===== config.mk =====
export PLATFORM = sky130hd
export DESIGN_NAME = byte_stuffing_framer_unit
export DESIGN_NICKNAME = d
export VERILOG_FILES = /design/src/sv/bsf_pkg.sv /design/src/sv/byte_stuffing_framer_unit.sv
export SDC_FILE = /design/constraint.sdc
export NUM_CORES = 1
export LEC_CHECK = 0
export ABC_CLOCK_PERIOD_IN_PS = 3000
export BUFFER_PORTS_ARGS = -buffer_cell sky130_fd_sc_hd__buf_2
export CAP_MARGIN = 0
export CELL_PAD_IN_SITES_DETAIL_PLACEMENT = 1
export CELL_PAD_IN_SITES_GLOBAL_PLACEMENT = 1
export CORE_ASPECT_RATIO = 0.8
export CORE_UTILIZATION = 48
export DETAILED_ROUTE_END_ITERATION = 16
export GPL_TIMING_DRIVEN = 0
export PLACE_DENSITY_LB_ADDON = 0.1
export RECOVER_POWER = 100
export SYNTH_ARGS = -nofsm -noshare
export SYNTH_HDL_FRONTEND = slang
export SYNTH_SLANG_ARGS = --single-unit

===== constraint.sdc =====
create_clock -name clk -period 3 [get_ports clk]
set_input_delay 0.6 -clock clk [delete_from_list [all_inputs] [get_ports clk]]
set_output_delay 0.6 -clock clk [all_outputs]
set_load 0.01 [all_outputs]

===== src/sv/bsf_pkg.sv =====
// Shared types and constants for the byte stuffing framer.
// Used by byte_stuffing_framer_unit; no other dependencies.
`timescale 1ns / 1ps

package bsf_pkg;

	localparam logic [7:0] BOT_BYTE = 8'h7E;
	localparam logic [7:0] ESC_BYTE = 8'h20;
	localparam logic [7:0] EOT_BYTE = 8'h7F;

	// Most results one item can cause.
	localparam int unsigned MAX_RUN = 4;

	typedef struct packed {
		logic [7:0] data;
		logic       byte_valid;
		logic       frame_end;
		logic       direction;
		logic       frame_error;
	} bsf_entry_t;

	function automatic bsf_entry_t make_entry(input logic [7:0] data, input logic bv,
			input logic fend, input logic dir, input logic err);
		bsf_entry_t e;
		e.data        = bv ? data : 8'h00;
		e.byte_valid  = bv;
		e.frame_end   = fend;
		e.direction   = dir;
		e.frame_error = err;
		return e;
	endfunction

	function automatic logic needs_escape(input logic [7:0] b);
		return (b == ESC_BYTE) || (b == BOT_BYTE) || (b == EOT_BYTE);
	endfunction

endpackage


===== src/sv/byte_stuffing_framer_unit.sv =====
// Byte stuffing framer / deframer top level.
// Depends on bsf_pkg (constants, result entry type).
`timescale 1ns / 1ps

// Channel  | Valid      | Stall      | Payload
// ---------+------------+------------+---------------------------------------------
// input    | in_valid   | in_stall   | in_byte, frame_last
// output   | out_valid  | out_stall  | out_byte, byte_valid, run_last, frame_end,
//          |            |            | direction, frame_error
//
// An item is registered, then turned into a run of 0 to 4 results that is loaded
// into the run buffer; the buffer sends one result per cycle unless out_stall is
// high. The next item is loaded in the cycle the last result of the run leaves.
// Reset clears frame state and both valid flags; stalls hold the current result.

module byte_stuffing_framer_unit (
	input  logic       clk,
	input  logic       arst_n,
	input  logic       in_valid,
	output logic       in_stall,
	input  logic [7:0] in_byte,
	input  logic       frame_last,
	output logic       out_valid,
	input  logic       out_stall,
	output logic [7:0] out_byte,
	output logic       byte_valid,
	output logic       run_last,
	output logic       frame_end,
	output logic       direction,
	output logic       frame_error
);

	localparam int unsigned IW = $clog2(bsf_pkg::MAX_RUN);
	localparam int unsigned CW = $clog2(bsf_pkg::MAX_RUN + 1);

	// input stage
	logic       valid_s1;
	logic [7:0] byte_s1;
	logic       last_s1;

	// frame state
	logic       in_frame_q;
	logic       deframe_q;
	logic       esc_q;
	logic       hold_valid_q;
	logic [7:0] hold_byte_q;

	logic       in_frame_d;
	logic       deframe_d;
	logic       esc_d;
	logic       hold_valid_d;
	logic [7:0] hold_byte_d;

	// run buffer
	bsf_pkg::bsf_entry_t run_q [bsf_pkg::MAX_RUN];
	bsf_pkg::bsf_entry_t run_d [bsf_pkg::MAX_RUN];
	logic [CW-1:0] cnt_q;
	logic [CW-1:0] cnt_d;
	logic [IW-1:0] idx_q;

	logic at_end;
	logic buf_free;
	logic load;

	assign at_end   = ({1'b0, idx_q} == (cnt_q - CW'(1)));
	assign buf_free = (cnt_q == '0) || (at_end && !out_stall);
	assign load     = valid_s1 && buf_free;
	assign in_stall = valid_s1 && !buf_free;

	always_comb begin
		logic [7:0] b;
		b            = byte_s1;
		cnt_d        = '0;
		in_frame_d   = in_frame_q;
		deframe_d    = deframe_q;
		esc_d        = esc_q;
		hold_valid_d = hold_valid_q;
		hold_byte_d  = hold_byte_q;
		for (int i = 0; i < int'(bsf_pkg::MAX_RUN); i++) begin
			run_d[i] = bsf_pkg::make_entry(8'h00, 1'b0, 1'b0, 1'b0, 1'b0);
		end

		if (!in_frame_q && (b == bsf_pkg::BOT_BYTE)) begin
			if (last_s1) begin
				// lone start byte: error end marker
				run_d[0] = bsf_pkg::make_entry(8'h00, 1'b0, 1'b1, 1'b1, 1'b1);
				cnt_d    = CW'(1);
			end else begin
				in_frame_d   = 1'b1;
				deframe_d    = 1'b1;
				esc_d        = 1'b0;
				hold_valid_d = 1'b0;
				hold_byte_d  = 8'h00;
			end
		end else if (!in_frame_q || !deframe_q) begin
			// framing
			if (!in_frame_q) begin
				run_d[cnt_d[IW-1:0]] = bsf_pkg::make_entry(bsf_pkg::BOT_BYTE,
						1'b1, 1'b0, 1'b0, 1'b0);
				cnt_d = cnt_d + CW'(1);
			end
			if (bsf_pkg::needs_escape(b)) begin
				run_d[cnt_d[IW-1:0]] = bsf_pkg::make_entry(bsf_pkg::ESC_BYTE,
						1'b1, 1'b0, 1'b0, 1'b0);
				cnt_d = cnt_d + CW'(1);
				run_d[cnt_d[IW-1:0]] = bsf_pkg::make_entry(b ^ bsf_pkg::ESC_BYTE,
						1'b1, 1'b0, 1'b0, 1'b0);
				cnt_d = cnt_d + CW'(1);
			end else begin
				run_d[cnt_d[IW-1:0]] = bsf_pkg::make_entry(b, 1'b1, 1'b0, 1'b0, 1'b0);
				cnt_d = cnt_d + CW'(1);
			end
			if (last_s1) begin
				run_d[cnt_d[IW-1:0]] = bsf_pkg::make_entry(bsf_pkg::EOT_BYTE,
						1'b1, 1'b1, 1'b0, 1'b0);
				cnt_d      = cnt_d + CW'(1);
				in_frame_d = 1'b0;
			end else begin
				in_frame_d = 1'b1;
			end
			deframe_d = 1'b0;
		end else if (last_s1) begin
			// final deframe byte is dropped; flush the hold or send an end marker
			run_d[0] = bsf_pkg::make_entry(hold_byte_q, hold_valid_q, 1'b1, 1'b1, 1'b0);
			cnt_d        = CW'(1);
			in_frame_d   = 1'b0;
			deframe_d    = 1'b0;
			esc_d        = 1'b0;
			hold_valid_d = 1'b0;
			hold_byte_d  = 8'h00;
		end else if (!esc_q && (b == bsf_pkg::ESC_BYTE)) begin
			esc_d = 1'b1;
		end else begin
			if (hold_valid_q) begin
				run_d[0] = bsf_pkg::make_entry(hold_byte_q, 1'b1, 1'b0, 1'b1, 1'b0);
				cnt_d    = CW'(1);
			end
			hold_byte_d  = esc_q ? (b ^ bsf_pkg::ESC_BYTE) : b;
			hold_valid_d = 1'b1;
			esc_d        = 1'b0;
		end
	end

	always_ff @(posedge clk or negedge arst_n) begin
		if (!arst_n) begin
			valid_s1 <= 1'b0;
		end else if (!in_stall) begin
			valid_s1 <= in_valid;
		end
	end

	always_ff @(posedge clk) begin
		if (!in_stall && in_valid) begin
			byte_s1 <= in_byte;
			last_s1 <= frame_last;
		end
	end

	always_ff @(posedge clk or negedge arst_n) begin
		if (!arst_n) begin
			in_frame_q   <= 1'b0;
			deframe_q    <= 1'b0;
			esc_q        <= 1'b0;
			hold_valid_q <= 1'b0;
			hold_byte_q  <= 8'h00;
		end else if (load) begin
			in_frame_q   <= in_frame_d;
			deframe_q    <= deframe_d;
			esc_q        <= esc_d;
			hold_valid_q <= hold_valid_d;
			hold_byte_q  <= hold_byte_d;
		end
	end

	always_ff @(posedge clk or negedge arst_n) begin
		if (!arst_n) begin
			cnt_q <= '0;
			idx_q <= '0;
		end else if (load) begin
			cnt_q <= cnt_d;
			idx_q <= '0;
		end else if ((cnt_q != '0) && !out_stall) begin
			if (at_end) begin
				cnt_q <= '0;
			end else begin
				idx_q <= idx_q + IW'(1);
			end
		end
	end

	always_ff @(posedge clk) begin
		if (load) begin
			for (int i = 0; i < int'(bsf_pkg::MAX_RUN); i++) begin
				run_q[i] <= run_d[i];
			end
		end
	end

	assign out_valid   = (cnt_q != '0);
	assign out_byte    = run_q[idx_q].data;
	assign byte_valid  = run_q[idx_q].byte_valid;
	assign frame_end   = run_q[idx_q].frame_end;
	assign direction   = run_q[idx_q].direction;
	assign frame_error = run_q[idx_q].frame_error;
	assign run_last    = at_end;

endmodule

# [Word-level counts from Yosys, hierarchy flattened]
# Memories as Yosys holds them, arrays and structs flattened.
# Index checks and enable logic that the tools add are counted.
[word_totals] ff_bits=27 latchBits=0 mem_bits_rw=48 rom_bits=0 inputBits=13 output_inout_bits=15 word_cells=137 mem_count=1
[memory_table] memory="run_q" words=4 word_bits=12 read_ports=1 rd_clocked_by_memory_dff=0 write_ports=4 line_no="byte_stuffing_framer_unit.sv:55" source="bsf_pkg::bsf_entry_t run_q [bsf_pkg::MAX_RUN];"
[classes] addsub=5 multipliers=0 n_div=0 order_cmp=6 n_eq_ne=8 shifts=0 n_mux=67 bitwise_logic=10 reduce_logical=30
[op_table] cell="48-bit 2-to-1 mux" n=4
[op_table] cell="12-bit 2-to-1 mux" n=10
[op_table] cell="48-bit bitwise mux" n=2
[op_table] cell="12-bit demux with 2-bit select" n=3
[op_table] cell="36-bit 2-to-1 mux" n=2
[op_table] cell="8-bit 2-to-1 mux" n=6
[op_table] cell="3-bit 2-to-1 mux" n=14
[op_table] cell="40-bit AND" n=1
[op_table] cell="40-bit inverter" n=1
[op_table] cell="36-bit bitwise OR" n=1
[op_table] cell="1-bit 2-to-1 mux" n=21
[op_table] cell="8-bit by 7-bit equality test with 1-bit output (second input constant)" n=2
[op_table] cell="12-bit AND" n=1
[op_table] cell="12-bit inverter" n=1
[op_table] cell="11-bit 2-to-1 mux" n=1
[op_table] cell="1-bit logical AND" n=10
[op_table] cell="3-bit by 1-bit adder with 3-bit output (second input constant)" n=3
[op_table] cell="3-bit greater-or-equal comparator (second input constant)" n=3
[op_table] cell="3-bit by 1-bit less-than comparator with 1-bit output (second input constant)" n=3
[op_table] cell="2-bit inverter with 3-bit output" n=3
[op_table] cell="8-bit by 6-bit equality test with 1-bit output (second input constant)" n=1
[op_table] cell="8-bit bitwise OR" n=1
[op_table] cell="1-bit logical NOT" n=6
[op_table] cell="2-bit 2-to-1 mux" n=3
[op_table] cell="other kinds (15)" n=23

# [Depth between registers and ports, before layout]
# Gate-level depths: netlist of the first run.
[logic_depth] ltp_word=19 depth_mapped=9 depth_no_buf=8

# [Least setup slack after synthesis of the first run]
# OpenSTA, ideal clock, no wires.
[synth_timing] kind="register to register" from="register cnt_q[0]" to="register hold_byte_q[5]" setup_ns=0.121 arrival_ns=2.188 t_required_ns=2.879 path_slack_ns=0.691 path_stages_with_launch=8 path_buffers=0 synth_period_minus_slack_ns=2.309 cell_sequence="dfrtp_1 -> inv_1 -> ha_1 -> xor2_4 -> a41oi_4 -> inv_2 -> nand3b_2 -> a22o_1"
[synth_between] elab_chain_cells=6 elab_cells_between_ends=7 classes_between="add/sub (1); eq/ne (1); reduce/logical (5)"
[synth_lines] item="start, declared" line_no="byte_stuffing_framer_unit.sv:57" source="logic [CW-1:0] cnt_q;"
[synth_lines] item="start signal, assigned" line_no="byte_stuffing_framer_unit.sv:180" source="cnt_q <= cnt_d;"
[synth_lines] item="3-bit by 1-bit subtractor with 3-bit output" line_no="byte_stuffing_framer_unit.sv:65" source="assign at_end = ({1'b0, idx_q} == (cnt_q - CW'(1)));"
[synth_lines] item="2-bit by 3-bit equality test with 1-bit output" line_no="byte_stuffing_framer_unit.sv:65"
[synth_lines] item="1-bit logical AND" line_no="byte_stuffing_framer_unit.sv:66" source="assign buf_free = (cnt_q == '0) || (at_end && !out_stall);"
[synth_lines] item="1-bit logical OR *" line_no="byte_stuffing_framer_unit.sv:66"
[synth_lines] item="1-bit logical AND *" line_no="byte_stuffing_framer_unit.sv:67" source="assign load = valid_s1 && buf_free;"
[synth_lines] item="net load" line_no="byte_stuffing_framer_unit.sv:63" source="logic load;"
[synth_lines] item="4-bit AND reduction (no line) *"
[synth_lines] item="end signal, assigned" line_no="byte_stuffing_framer_unit.sv:171" source="hold_byte_q <= hold_byte_d;"
[synth_lines] item="end, declared" line_no="byte_stuffing_framer_unit.sv:46" source="logic [7:0] hold_byte_q;"
# Mark *: on every way through the listed nets, which the timed path passes. The rest lies on a longest branch.
# A chain may end at the register's enable or synchronous reset.

# [Worst setup path in the final report of the first run]
[layout_timing] from="register idx_q[1]" to="output port out_byte[5]"
[layout_between] elab_chain_cells=1
[layout_lines] item="start, declared" line_no="byte_stuffing_framer_unit.sv:59" source="logic [IW-1:0] idx_q;"
[layout_lines] item="start signal, assigned" line_no="byte_stuffing_framer_unit.sv:186" source="idx_q <= idx_q + IW'(1);"
[layout_lines] item="memory 4 x 12 bit"
[layout_lines] item="end, declared" line_no="byte_stuffing_framer_unit.sv:25" source="output logic [7:0] out_byte,"
# Every way passes these cells.

==> metrics.md, run 1 <==
| Metric | Value |
|---|---|
| Congestion Overflow GR | `0` |
| Critical Path RT | `2.40 ns` |
| Most frequent cells in the layout | `edfxtp_1 (42), clkbuf_1 (20), nor2_1 (19), inv_1 (18), dfrtp_1 (18)` |
| Slowest stage cell, crit path | `clkbuf_1` |
| Clk sink count | `60` |
| Critical Path Max Stage Delay | `0.52 ns` |
| First-pass GRT wire length | `11100 um` |
| Largest net degree at the start of global routing | `38` |
| Min-Delay Path Class | `primary input to async pin` |
| Vias per cell | `5.67` |
| Post-layout util | `0.576` |
| Core ar. | `between 6000 and 7000 um2` |
| FF-to-FF Start | `cnt_q[0]` |
| Layout cells sized above 1 | `0.202` |
| TNS Setup | `0 ns` |
| Global Route Usage Sum | `0.223` |
| R2R Setup Slk | `0.23 ns` |
| Most common cell after layout, fill and taps aside | `edfxtp_1` |
| Crit path max-delay family | `buffers and inverters` |
| Layout area overhead | `12.5%` |
| DR iter-0 viols | `72` |
| Placer Congestion | `0.836` |
| Routed WL | `6900 um` |
| Leakage | `about 0.0014 uW` |
| # diodes | `0` |
| CTS Hold Bufs | `0` |
| Final min period | `2.85 ns` |
| Resize count post-CTS | `0` |
| Worst skew pair latency | `0.33 ns` |
| CP Cell Sequence | `clkbuf_1 > clkbuf_1 > mux4_2 > clkbuf_1` |
| Root buffer cell | `clkbuf_8` |
| Worst Setup End Kind | `output pin` |
| Crit Path Max Fanout | `10` |
| R2R depth | `7` |
| Post-Synthesis Net Count | `263` |
| Hold Violations, Final | `0` |
| Power Total | `around 3700 uW` |
| Register area share after synthesis | `0.548` |
| Drt first pass iters | `4` |
| EDFF count, synth | `42` |
| Starting Density | `0.512` |
| Period utilization | `0.948` |
| Peak VDD IR | `0.598 mV` |
| Post-synthesis cell type count | `56` |
| # nets final | `around 300` |
| Crit path DAT | `2.25 ns` |
| Finish-stage setup viols | `0` |
| P per Cell Area | `approximately 1000 nW/um2` |
| Post-Syn Instances | `244` |
| RSZ-0062 raised after global routing | `false` |
| Setup CP Type | `register to output pin` |
| Worst setup SP type | `register` |
| Row cnt | `25` |
| Synth warn | `0` |
| Worst-case clock skew | `roughly 0.009 ns` |
| Avg Inst Size Synth | `12.8 um2` |
| Main synth FF type | `edfxtp_1` |
| Die Height | `74.1 um` |
| Asr flop ratio synth | `0.300` |
| Max Slew Vio Count | `0` |
| Die W | `between 90 and 100 um` |
| CTS tree | `yes` |
| Max Cap Violations | `0` |
| Postcts setup bufs | `0` |
| Initial antenna violation count | `0` |
| Synth Cell Area | `3120 um2` |
| CTS buffer count | `9` |
| DRT antenna net count | `0` |
| Clock buffer depth | `2` |
| H-tree depth | `3` |
| Cell mode on critical path | `clkbuf_1` |
| Post-DP HPWL | `slightly above 5000 um` |
| Worst-Margin Slew | `1.08 ns` |
| CP Buf/Inv Count | `3` |
| Vias | `2088` |
| Run status | `finished clean` |
| # IOs | `28` |
| Avg WL per Cell | `roughly 19 um` |
| RR Endpoint | `hold_byte_q[5]` |
| Slew HR | `0.282` |
| Port buffer count | `27` |
| DRC errors left | `0` |
| Die area | `6830 um2` |
| Synthesis-stage register bit count | `60` |
| Vias in the first global route | `~2100` |
| Clk slew on worst S/H paths | `0.07 ns` |
| Max Clk Rate | `351 MHz` |
-- synth_stat cells, types with 2 or more instances --
library cell / instances / area share
buf_2: 5 / 0.0080
o31ai_1: 7 / 0.017
nand3_1: 5 / 0.0080
and3_1: 7 / 0.014
nor3_1: 3 / 0.0048
a21oi_1: 8 / 0.013
dfrtp_1: 18 / 0.14
nor3b_1: 3 / 0.0072
a31oi_1: 5 / 0.010
clkbuf_1: 2 / 0.0024
a221o_1: 5 / 0.016
mux2i_1: 4 / 0.013
and3b_1: 2 / 0.0056
a22o_1: 6 / 0.017
a32o_1: 4 / 0.013
edfxtp_1: 42 / 0.40
o21ai_0: 10 / 0.016
and3_2: 2 / 0.0048
and2_1: 4 / 0.0080
nand2_1: 7 / 0.0084
inv_1: 18 / 0.022
a21o_1: 4 / 0.0096
ha_1: 6 / 0.024
buf_4: 5 / 0.012
mux4_2: 9 / 0.065
nor2_1: 19 / 0.023
nor2b_1: 5 / 0.010
-- layout make-up --
class	instances	area (um2)
Buffer	14	72.6
Multi-Input combinational cell	150	1250
Sequential cell	60	1710
Tap cell	81	101
Inverter	20	75.1
Timing Repair Buffer	27	119
Fill cell	653	2590
Clock inverter	6	55.1
Clock buffer	10	128
-- layer usage --
layer / share of wire / GRT usage / wire length [um]
met2: 0.47 / 0.374 / 3220
met4: 0.0090 / 0.0781 / 62
met5: 0 / 0 / 0
met1: 0.48 / 0.298 / 3330
met3: 0.042 / 0.0429 / 290
-- through the flow --
step | worst slack (ns) | std cells | area [um2] | hold slack (ns)
after floorplan | 0.691 | 244 | 3120 | 0.304
after global placement | 0.251 | 352 | 3360 | 0.481
after detailed placement | 0.201 | 352 | 3360 | 0.485
after CTS | 0.177 | 368 | 3540 | 0.209
after global routing | 0.0404 | 368 | 3510 | 0.424
final | 0.155 | 368 | 3510 | 0.443
-- logic make-up (layout without fill, tap and decap cells) --
logic type,Yosys count,in the layout,share of synthesized area
AO/OA/AOI/OAI,59,59,0.145
XOR/XNOR,4,4,0.0220
adder cells (fa/ha/maj),6,6,0.0240
buffers and inverters,34,77,0.0493
flip-flops,60,60,0.548
multiplexers,13,13,0.0778
other,1,1,0.00120
AND/OR/NAND/NOR,67,67,0.133
-- where the power goes --
part,internal (uW),leakage (uW),total (uW),switching (uW)
clock,375,0.0000911,675,300
combinational,572,0.000702,1480,912
sequential,1330,0.000632,1500,162
total,2280,0.00143,3660,1380
-- worst reg2reg max path: cells and delay by family, from the launching register on --
kind / cells / cell delay [ns]
xor+xnor: 1 / 0.22
buf+inv: 2 / 0.72
fa+ha+maj: 1 / 0.37
compound gates: 2 / 0.56
flops: 1 / 0.42
simple gates: 1 / 0.36
-- worst max path at each step --
stage / start / end / slack [ns] / cells after the start
2_1_floorplan: cnt_q[0] / hold_byte_q[5] / 0.69 / 7
3_3_place_gp: cnt_q[0] / hold_byte_q[5] / 0.25 / 7
3_5_place_dp: cnt_q[0] / hold_byte_q[5] / 0.20 / 7
4_1_cts: cnt_q[0] / hold_byte_q[5] / 0.18 / 7
5_1_grt: idx_q[1] / out_byte[1] / 0.04 / 4
6_report: idx_q[1] / out_byte[5] / 0.15 / 4
-- state kept, by name (all words and copies together), names as in the netlist --
name	cells
byte_s1	8
hold_valid_q	1
cnt_q	3
in_frame_q	1
hold_byte_q	8
last_s1	1
deframe_q	1
run_q	33
valid_s1	1
esc_q	1
idx_q	2
Note: power is estimated with default switching activity, not from simulation.
==> run 2: changes to the inputs <==
--- a/config.mk
+++ b/config.mk
@@ -14,7 +14,7 @@
 export CORE_UTILIZATION = 48
 export DETAILED_ROUTE_END_ITERATION = 16
 export GPL_TIMING_DRIVEN = 0
-export PLACE_DENSITY_LB_ADDON = 0.1
+export PLACE_DENSITY_LB_ADDON = 0.15
 export RECOVER_POWER = 100
 export SYNTH_ARGS = -nofsm -noshare
 export SYNTH_HDL_FRONTEND = slang
==> run 2 against run 1 <==
Core utilization up 0.21 points; final cell count is the same; clock power is 3.7% higher; first-iteration DRC count is 56% higher; power rose by 1.1%; die area is the same; global-route usage hardly changed; register-to-register slack lost 0.05 ns; via count is 3.7% higher; critical path depth increased by 3; sequential share of layout area down 0.17 points; critical endpoint is now hold_byte_q[5].
==> metrics.md, run 2 (same netlist as run 1, synthesis figures left out) <==
| Metric | Value |
|---|---|
| Run status | `finished clean` |
| Most common cell after layout, fill and taps aside | `edfxtp_1` |
| Critical Path RT | `between 3 and 4 ns` |
| Final min period | `2.82 ns` |
| Worst skew pair latency | `between 0.3 and 0.4 ns` |
| Placed Cells incl. Taps | `about 350` |
| Die Height | `74.1 um` |
| Non-filler cells, final | `368` |
| Vias in the first global route | `2177` |
| Setup ws final | `0.182 ns` |
| Vias per cell | `5.89` |
| Congestion Overflow GR | `0` |
| Drt first pass iters | `4` |
| R2R depth | `7` |
| Die area | `6830 um2` |
| CTS tree | `yes` |
| Post-DP HPWL | `~5100 um` |
| DRT antenna net count | `0` |
| Worst-Margin Slew | `1.08 ns` |
| Number of fillers in the final layout | `between 600 and 700` |
| R2R Setup Slk | `0.18 ns` |
| Hold Violations, Final | `0` |
| Resize count post-CTS | `0` |
| CTS Hold Bufs | `0` |
| P per Cell Area | `1050 nW/um2` |
| Clk sink count | `60` |
| # diodes | `0` |
| Setup CP Type | `register to register` |
| Slew HR | `0.281` |
| CP Capture Point | `hold_byte_q[5]` |
| FF-to-FF Start | `cnt_q[0]` |
| Port buffer count | `27` |
| Most flop-heavy register | `run_q` |
| Pre-CTS setup slack | `0.166 ns` |
| Peak VDD IR | `0.880 mV` |
| # nets final | `301` |
| Crit path DAT | `between 3 and 4 ns` |
| # IOs | `28` |
| Worst-case clock skew | `0.0124 ns` |
| Postcts setup bufs | `0` |
| Crit Path Max Fanout | `37` |
| Layout area overhead | `12.9%` |
| Global Route Usage Sum | `0.224` |
| Max Clk Rate | `around 350 MHz` |
| Die W | `92.2 um` |
| Min-Delay Path Class | `primary input to async pin` |
| Max Cap Violations | `0` |
| TNS Setup | `0 ns` |
| CTS buffer count | `9` |
| Worst setup path start | `cnt_q[0]` |
| RSZ-0062 raised after global routing | `false` |
| Leakage | `between 0.001 and 0.0015 uW` |
| Clk slew on worst S/H paths | `0.07 ns` |
| Clock buffer depth | `2` |
| RR Endpoint | `hold_byte_q[5]` |
| Avg WL per Cell | `19.0 um` |
| Core ar. | `6100 um2` |
| DR iter-0 viols | `112` |
| Footprint of the multi-input gates | `1260 um2` |
| Period utilization | `0.939` |
| Largest register FFs | `33` |
| Layout cells sized above 1 | `0.213` |
| Vias | `2166` |
| Worst Setup End Kind | `register` |
| First-pass GRT wire length | `between 10000 and 15000 um` |
| Placer Congestion | `between 0.8 and 0.9` |
| Most frequent cells in the layout | `edfxtp_1 (42), nor2_1 (19), clkbuf_1 (19), inv_1 (18), dfrtp_1 (18)` |
| Largest registers | `run_q x33, byte_s1 x8, hold_byte_q x8` |
| Root buffer cell | `clkbuf_8` |
| Max Slew Vio Count | `0` |
| DRC errors left | `0` |
| FF+latch area | `1710 um2` |
| Starting Density | `0.512` |
| Largest net degree at the start of global routing | `38` |
| H-tree depth | `3` |
| Row cnt | `25` |
| Finish-stage setup viols | `0` |
| Initial antenna violation count | `0` |
| Routed WL | `about 7000 um` |
| Worst setup SP type | `register` |
run 2: changes by cell type in the layout (fill, tap and decap cells not counted), sizes merged:
cell,change
buf,-2
clkbuf,+1
clkinvlp,+1
run 2: how the worst min path moves through the flow:
stage | startpoint | to | slack [ns] | cells past startpoint
floorplan | arst_n | cnt_q[0] | 0.30 | 0
CTS | arst_n | cnt_q[2] | 0.22 | 1
finish | arst_n | valid_s1 | 0.44 | 1
global placement | cnt_q[1] | cnt_q[1] | 0.48 | 1
global route | in_byte[1] | byte_s1[1] | 0.42 | 1
detailed placement | hold_byte_q[4] | hold_byte_q[4] | 0.49 | 1
run 2: area by class of cell:
| type | count | area share |
|---|---|---|
| well taps | 81 | 0.0288 |
| clock inverters | 7 | 0.0192 |
| inverters | 20 | 0.0213 |
| multi-input cells | 150 | 0.356 |
| plain buffers | 14 | 0.0192 |
| repair buffers | 27 | 0.0344 |
| flip-flops and latches | 60 | 0.486 |
| clock buffers | 9 | 0.0351 |
run 2: metrics by stage:
step / power, uW / area (um2) / hold slack [ns] / utilization
6_report: 3700 / 3520 / 0.442 / 0.578
5_1_grt: 3920 / 3520 / 0.425 / 0.578
4_1_cts: 3770 / 3550 / 0.225 / 0.582
3_5_place_dp: 3070 / 3360 / 0.493 / 0.551
3_3_place_gp: 2980 / 3360 / 0.480 / 0.551
2_1_floorplan: 2560 / 3120 / 0.304 / -
run 2: critical path, stage by stage (launching register included):
cell	delay, ns
dfrtp_1	0.42
inv_1	0.09
ha_1	0.37
xor2_4	0.22
a41oi_4	0.25
inv_2	0.64
nand3b_2	0.36
a22o_1	0.33
run 2: per-layer routing:
metal,global-route usage,wire length [um],vias to the layer above
met1,0.319,3430,1109
met3,0.0481,320,6
li1,-,-,1001
met4,0.0573,49,0
met5,0,0,-
met2,0.355,3180,50
run 2: power by group:
group | internal [uW] | total [uW] | switching, uW | leakage (uW)
sequential | 1330 | 1490 | 160 | 0.000632
clock | 378 | 700 | 322 | 0.0000926
combinational | 578 | 1500 | 927 | 0.000697
==> run 3: changes to the inputs <==
--- a/config.mk
+++ b/config.mk
@@ -6,13 +6,13 @@
 export NUM_CORES = 1
 export LEC_CHECK = 0
 export ABC_CLOCK_PERIOD_IN_PS = 3000
-export BUFFER_PORTS_ARGS = -buffer_cell sky130_fd_sc_hd__buf_2
 export CAP_MARGIN = 0
 export CELL_PAD_IN_SITES_DETAIL_PLACEMENT = 1
 export CELL_PAD_IN_SITES_GLOBAL_PLACEMENT = 1
 export CORE_ASPECT_RATIO = 0.8
-export CORE_UTILIZATION = 48
+export CORE_UTILIZATION = 52
 export DETAILED_ROUTE_END_ITERATION = 16
+export DONT_BUFFER_PORTS = 1
 export GPL_TIMING_DRIVEN = 0
 export PLACE_DENSITY_LB_ADDON = 0.15
 export RECOVER_POWER = 100
==> run 3 against run 2 <==
Power increased by 1.5%; first-iteration DRC count is 39% higher; routed wire length rose by 5.0%; sequential power barely moved; largest power group is now sequential cells; core utilization increased by 3.6 points; design area down 2.2%; die area shrank 7.5%; non-clock buffer count down 26; critical path depth stayed put; count of clock-buffer cells in the layout stayed put.
==> metrics.md, run 3 (same netlist as run 1, synthesis figures left out) <==
| Metric | Value |
|---|---|
| Run status | `finished clean` |
| Vias in the first global route | `2146` |
| Slowest stage cell, crit path | `inv_2` |
| CP Cell Sequence | `inv_1 > ha_1 > xor2_4 > a41oi_4 > inv_2 > nand3b_2 > a22o_1` |
| Core ar. | `5620 um2` |
| Slew HR | `0.412` |
| DR iter-0 viols | `156` |
| Final min period | `2.77 ns` |
| Peak VDD IR | `0.899 mV` |
| Clock buffer depth | `2` |
| # nets final | `275` |
| Leakage | `0.00136 uW` |
| Power Total | `3750 uW` |
| P per Cell Area | `1090 nW/um2` |
| Worst-Margin Slew | `0.880 ns` |
| Largest register FFs | `33` |
| Die Height | `71.3 um` |
| Starting Density | `0.556` |
| Max Clk Rate | `361 MHz` |
| Post-DP HPWL | `5060 um` |
| Placer Congestion | `0.854` |
| Most common cell after layout, fill and taps aside | `edfxtp_1` |
| Worst skew pair latency | `between 0.3 and 0.4 ns` |
| # diodes | `0` |
| Worst-case clock skew | `0.0123 ns` |
| Largest net degree at the start of global routing | `38` |
| Clk slew on worst S/H paths | `roughly 0.07 ns` |
| CP Capture Point | `hold_byte_q[5]` |
| Worst setup SP type | `register` |
| H-tree depth | `3` |
| Die area | `about 6300 um2` |
| Row cnt | `24` |
| Drt first pass iters | `4` |
| CTS buffer count | `9` |
| Root buffer cell | `clkbuf_8` |
| Worst setup path start | `cnt_q[0]` |
| # IOs | `28` |
| RR Endpoint | `hold_byte_q[5]` |
| TNS Setup | `0 ns` |
| Crit Path Max Fanout | `37` |
| Most frequent cells in the layout | `edfxtp_1 (42), nor2_1 (19), inv_1 (18), dfrtp_1 (18), o21ai_0 (10)` |
| Met3 WL | `390 um` |
| Routed WL | `between 7000 and 8000 um` |
| Crit path max-delay family | `buffers and inverters` |
| Max Cap Violations | `0` |
| Max layer used | `met4` |
| Clk sink count | `60` |
| Max Slew Vio Count | `0` |
| Die W | `88.6 um` |
| Vias per cell | `6.10` |
| Most flop-heavy register | `run_q` |
| DRT antenna net count | `0` |
| CTS tree | `yes` |
| Worst hold slack | `around 0.34 ns` |
| FF-to-FF Start | `cnt_q[0]` |
| Critical Path RT | `3.23 ns` |
| Period utilization | `0.925` |
| Finish-stage setup viols | `0` |
| Avg WL per Cell | `21.6 um` |
| Crit path DAT | `3.00 ns` |
| WL met2 | `3390 um` |
| Layout area overhead | `10.4%` |
| Hold Violations, Final | `0` |
| Critical Path Max Stage Delay | `~0.65 ns` |
| R2R Setup Slk | `~0.23 ns` |
| Port buffer count | `0` |
| R2R depth | `7` |
| Largest registers | `run_q x33, byte_s1 x8, hold_byte_q x8` |
| Setup CP Type | `register to register` |
| Hold Path Depth | `0` |
| WP depth | `7` |
| Number of fillers in the final layout | `between 500 and 600` |
| CP Buf/Inv Count | `2` |
| Congestion Overflow GR | `0` |
| Min-Delay Path Class | `primary input to register` |
| Resize count post-CTS | `0` |
| RSZ-0062 raised after global routing | `false` |
| DRC errors left | `0` |
| Initial antenna violation count | `0` |
| Global Route Usage Sum | `0.263` |
| Vias | `roughly 2100` |
| Wl on met1 | `3430 um` |
| Worst Setup End Kind | `register` |
| Layout cells sized above 1 | `0.180` |
| First-pass GRT wire length | `about 12000 um` |
==> run 3: repair_timing <==
item,in CTS,in global routing
hold endpoints to repair,18,0
setup buffers,0,0
hold buffers,1,0
==> run 3: per-layer routing <==
| metal | global-route usage | vias up |
|---|---|---|
| met5 | 0 | - |
| met4 | 0.0986 | 0 |
| met3 | 0.0806 | 16 |
| met2 | 0.394 | 72 |
| met1 | 0.362 | 1033 |
| li1 | - | 947 |
==> run 3: where the power goes <==
part / switching [uW] / internal (uW) / total (uW)
Sequential: 174 / 1340 / 1510
Combinational: 911 / 512 / 1420
Clock: 352 / 471 / 823
Total: 1440 / 2320 / 3750
==> run 3: area by class of cell <==
type / count / area, um2 / share of cell area
flip-flops and latches: 60 / 1710 / 0.497
multi-input cells: 150 / 1260 / 0.365
clock buffers: 9 / 124 / 0.0359
clock inverters: 7 / 100 / 0.0290
well taps: 78 / 97.6 / 0.0283
inverters: 20 / 75.1 / 0.0218
plain buffers: 14 / 71.3 / 0.0207
repair buffers: 1 / 10.0 / 0.00290
==> run 3: worst reg2reg max path, stage by stage, from the launching register on <==
cell      delay (ns)
dfrtp_1         0.42
inv_1           0.09
ha_1            0.37
xor2_4          0.22
a41oi_4         0.24
inv_2           0.65
nand3b_2        0.35
a22o_1          0.32
==> run 3: how the worst min path moves through the flow <==
stage,startpoint,to,slack [ns]
floorplan,arst_n,cnt_q[0],0.30
global placement,arst_n,valid_s1,0.31
detailed placement,arst_n,valid_s1,0.31
CTS,frame_last,last_s1,0.33
global route,frame_last,last_s1,0.32
finish,frame_last,last_s1,0.34
==> run 3: per-stage QoR <==
stage               worst slack [ns]  area [um2]  cells  utilization
global route                  0.0389        3450    339        0.614
finish                         0.226        3450    339        0.614
CTS                            0.174        3450    339        0.615
detailed placement             0.195        3220    322        0.573
global placement               0.242        3220    322        0.573
floorplan                      0.691        3120    244            -
